**src/rci_delay.sv**
```systemverilog
// enabled shift line that carries pipeline payload between stages
module rci_delay #(
  parameter int W     = 64,
  parameter int DEPTH = 1
) (
  input  logic         clk,
  input  logic         en,
  input  logic [W-1:0] d,
  output logic [W-1:0] q
);
  logic [W-1:0] line_r [DEPTH];

  // shift on every advancing cycle
  always_ff @(posedge clk) begin
    if (en) begin
      line_r[0] <= d;
      for (int i = 1; i < DEPTH; i++) begin
        line_r[i] <= line_r[i-1];
      end
    end
  end

  assign q = line_r[DEPTH-1];
endmodule

```
**config.mk**
```make
export PLATFORM = sky130hd
export DESIGN_NAME = rci_delay
export DESIGN_NICKNAME = d
export VERILOG_FILES = /design/src/rci_delay.sv
export SDC_FILE = /design/constraint.sdc
export NUM_CORES = 1
export LEC_CHECK = 0
export ABC_AREA = 1
export BUFFER_PORTS_ARGS = -buffer_cell sky130_fd_sc_hd__buf_2
export CAP_MARGIN = 20
export CORE_MARGIN = 2
export CORE_UTILIZATION = 35
export DETAILED_ROUTE_END_ITERATION = 12
export PLACE_DENSITY = 0.68
export SYNTH_ARGS = -nofsm -noshare
export SYNTH_HDL_FRONTEND = slang
export SYNTH_SLANG_ARGS = --single-unit
```
**constraint.sdc**
```tcl
create_clock -name clk -period 1.1 [get_ports clk]
set_clock_uncertainty 0.15 [all_clocks]
set_input_delay 0.22 -clock clk [delete_from_list [all_inputs] [get_ports clk]]
set_output_delay 0.22 -clock clk [all_outputs]
set_load 0.01 [all_outputs]
```
Word-level counts from Yosys, hierarchy flattened
Memory sizes are Yosys's and may differ from the RTL's.
Cells that the tools add are included.
Widths: inputs -> output; s select.
- multiplexer cells: 2
- operators with widths (operator ; count):
    $mux 1 ; 2
- register bits after elaboration: 0
- bits in writable memories: 64
- output and inout bits: 64
- word-level logic and storage cells: 3
- memories: 1
- memories (name ; words ; width ; read ports ; clocked after memory_dff ; write ports ; line ; RTL):
    line_r ; 1 ; 64 ; 1 ; 0 ; 1 ; 11 ; logic [W-1:0] line_r [DEPTH];

Logic depth before layout (Yosys ltp)
- depth after elaboration: 2
- gate-level depth with buffers: 0
- mapped depth without buffers: 0

Worst setup path before layout
Ideal clock, no wire load.
- kind: register to output
- start: mem line_r[0][0]
- end: out q[0]
- data arrival time: 0.394 ns
- required time: 0.730 ns
- slack: 0.336 ns
- cell stages (with the launch flop): 1
- path through: edfxtp_1
- cells in the longest elaborated chain, start to end: 1
- ends and longest elaborated chain (what ; line ; RTL):
    start, declared ; 11 ;
    $mem_v2 1x64 ; - ;
    end, declared ; 9 ; output logic [W-1:0] q
Every way passes these cells.

Worst setup path in the final report
- start: mem line_r[0][4]
- end: out q[4]
Same word-level chain as after synthesis.

==> results.tsv <==
metric	value	unit
status	finished, violations left	
failing checks	negative setup slack	
flops & latches, synth	64	
placed cell area	0.002695	mm²
Distinct cells, synth	1	
Die W	78.10	µm
Rows	26	
Port Buf Inserts	129	
Multi-In Gates	0	
CP top delay family	flip-flops	
crit-path cells	buf_6	
Largest regs	line_r (64)	
total grt overflow	0	
Max H-tree Level	3	
Starting Density	0.3692	
Leak	1.514	nW
synthesized area	0.001922	mm²
Slew @ Worst Pin	0.1781	ns
Final Worst Setup Slack	-0.1801	ns
Filler cells	391	
area of the multi-input gates	0	µm²
critical path buffer and inverter count	1	
max incr delay on CP	0.43	ns
Peak Freq	0.7812	GHz
final antenna-violating net count	0	
critical path class	register to output pin	
fin crit share	1.164	
number of hold violations in the final report	0	
Cells after Synth	64	
worst min path class	primary input to register	
Max FO, Critical Path	1	
first-pass GRT wire length	6679	µm
worst relative slew slack	0.8813	
Via-to-Cell Ratio	4.122	
n_diodes	0	
max-slew violations	0	
via count	1422	
ratio of cells with drive above 1 in the final layout	0.5200	
boundary pin count	130	
die area	0.006100	mm²
drt drc	0	
RSZ-0062 raised after global routing	true	
Top reg by flops	line_r	
dpl ws	0.05305	ns
TritonCTS Sinks	64	
core box area	0.005205	mm²
crit path launch type	register	
slowest CP cell	edfxtp_1	
number of global-route vias before repair	1475	
CTS tree	done	
P per Cell Area	1539	mW/mm²
final wirelength	4646	µm
syn nets	130	
crit path DAT	0.91	ns
Clock transition at path regs	0.07	ns
pin count of the biggest net entering global routing	33	
average size of a mapped cell	30.03	µm²
Ys Warns	0	
WL/cell	13.47	µm
Critical Path Sink Type	output pin	
max reg flops	64	
Area growth syn-to-layout	83.20	%
max_cap viols	0	
VDD IR max	0.8116	mV
Final Net Count	336	
Die Span Y	78.10	µm
fin util	0.6764	
clock period minus final worst setup slack	1.280	ns
# setup viols final	64	
root buffer cell	clkbuf_8	
WP data required	0.73	ns
drt pass-1 iters	4	
cts bufs inserted	9	
RD Place Congestion	0.6485	
DR iter-0 viols	60	
postcts setup bufs	0	
CTS Buffer Depth	2	
initial antenna violation count	0	
post-synthesis sequential area ratio	1.000	
Finished Cell Area	0.003521	mm²
Global Route Usage Sum	0.1511	
[cells in the mapped netlist, drive strengths merged]
library cell / count / area, µm²
edfxtp: 64 / 1922
[per-layer routing]
layer / up-vias / part of all wire / global-route usage
li1: 673 / - / -
met5: - / 0 / 0
met1: 651 / 0.36 / 0.1436
met3: 14 / 0.081 / 0.04368
met2: 84 / 0.53 / 0.2776
met4: 0 / 0.031 / 0.1035
[placed cells by master, fill, tap and decap left out]
| cell | instances |
|---|---|
| clkbuf_8 | 9 |
| clkinv_1 | 2 |
| bufinv_16 | 1 |
| edfxtp_1 | 64 |
| dlygate4sd3_1 | 64 |
| buf_2 | 128 |
| clkinv_2 | 2 |
| buf_12 | 2 |
| buf_6 | 1 |
| clkbuf_1 | 2 |
[logic make-up (layout without fill, tap and decap cells)]
kind of cell | Yosys count | in the layout | synth area share
flops | 64 | 64 | 1.000
buf+inv | 0 | 211 | 0
[cell type report]
type	count	area, µm²	area share
Sequential cell	64	1922	0.5458
Timing Repair Buffer	195	1333	0.3785
Clock buffer	11	131.4	0.03731
Tap cell	70	87.58	0.02488
Clock inverter	5	47.55	0.01350
[timing repair]
item,CTS,global route
hold buffers,64,0
gates resized for setup,0,1
hold endpoints to repair,64,0
endpoints found under the setup margin,64,64
pin swaps,0,0
[per-stage QoR]
stage                     power [W]  hold WS (ns)  cells  TNS, ns
final                      0.005420        0.2379    345   -6.173
after detailed placement   0.003455        0.2481    265        0
after global routing       0.005632        0.2355    345   -8.832
after global placement     0.003436        0.2460    265        0
after CTS                  0.005457        0.2223    345   -7.414
after floorplan            0.003109        0.1689     64        0
[path summary, 6_finish.rpt]
check | start | end | slack, ns | depth (start not counted)
hold / removal | en | line_r[0][37]$_DFFE_PP_ | 0.24 | 2
setup / recovery | line_r[0][4]$_DFFE_PP_ | q[4] | -0.18 | 1
[where the power goes]
group / switching, W / internal (W)
Combinational: 0.000275 / 0.000365
Clock: 0.000810 / 0.00103
Sequential: 0.0000482 / 0.00290
No activity file was read; power rests on OpenSTA's default activity.
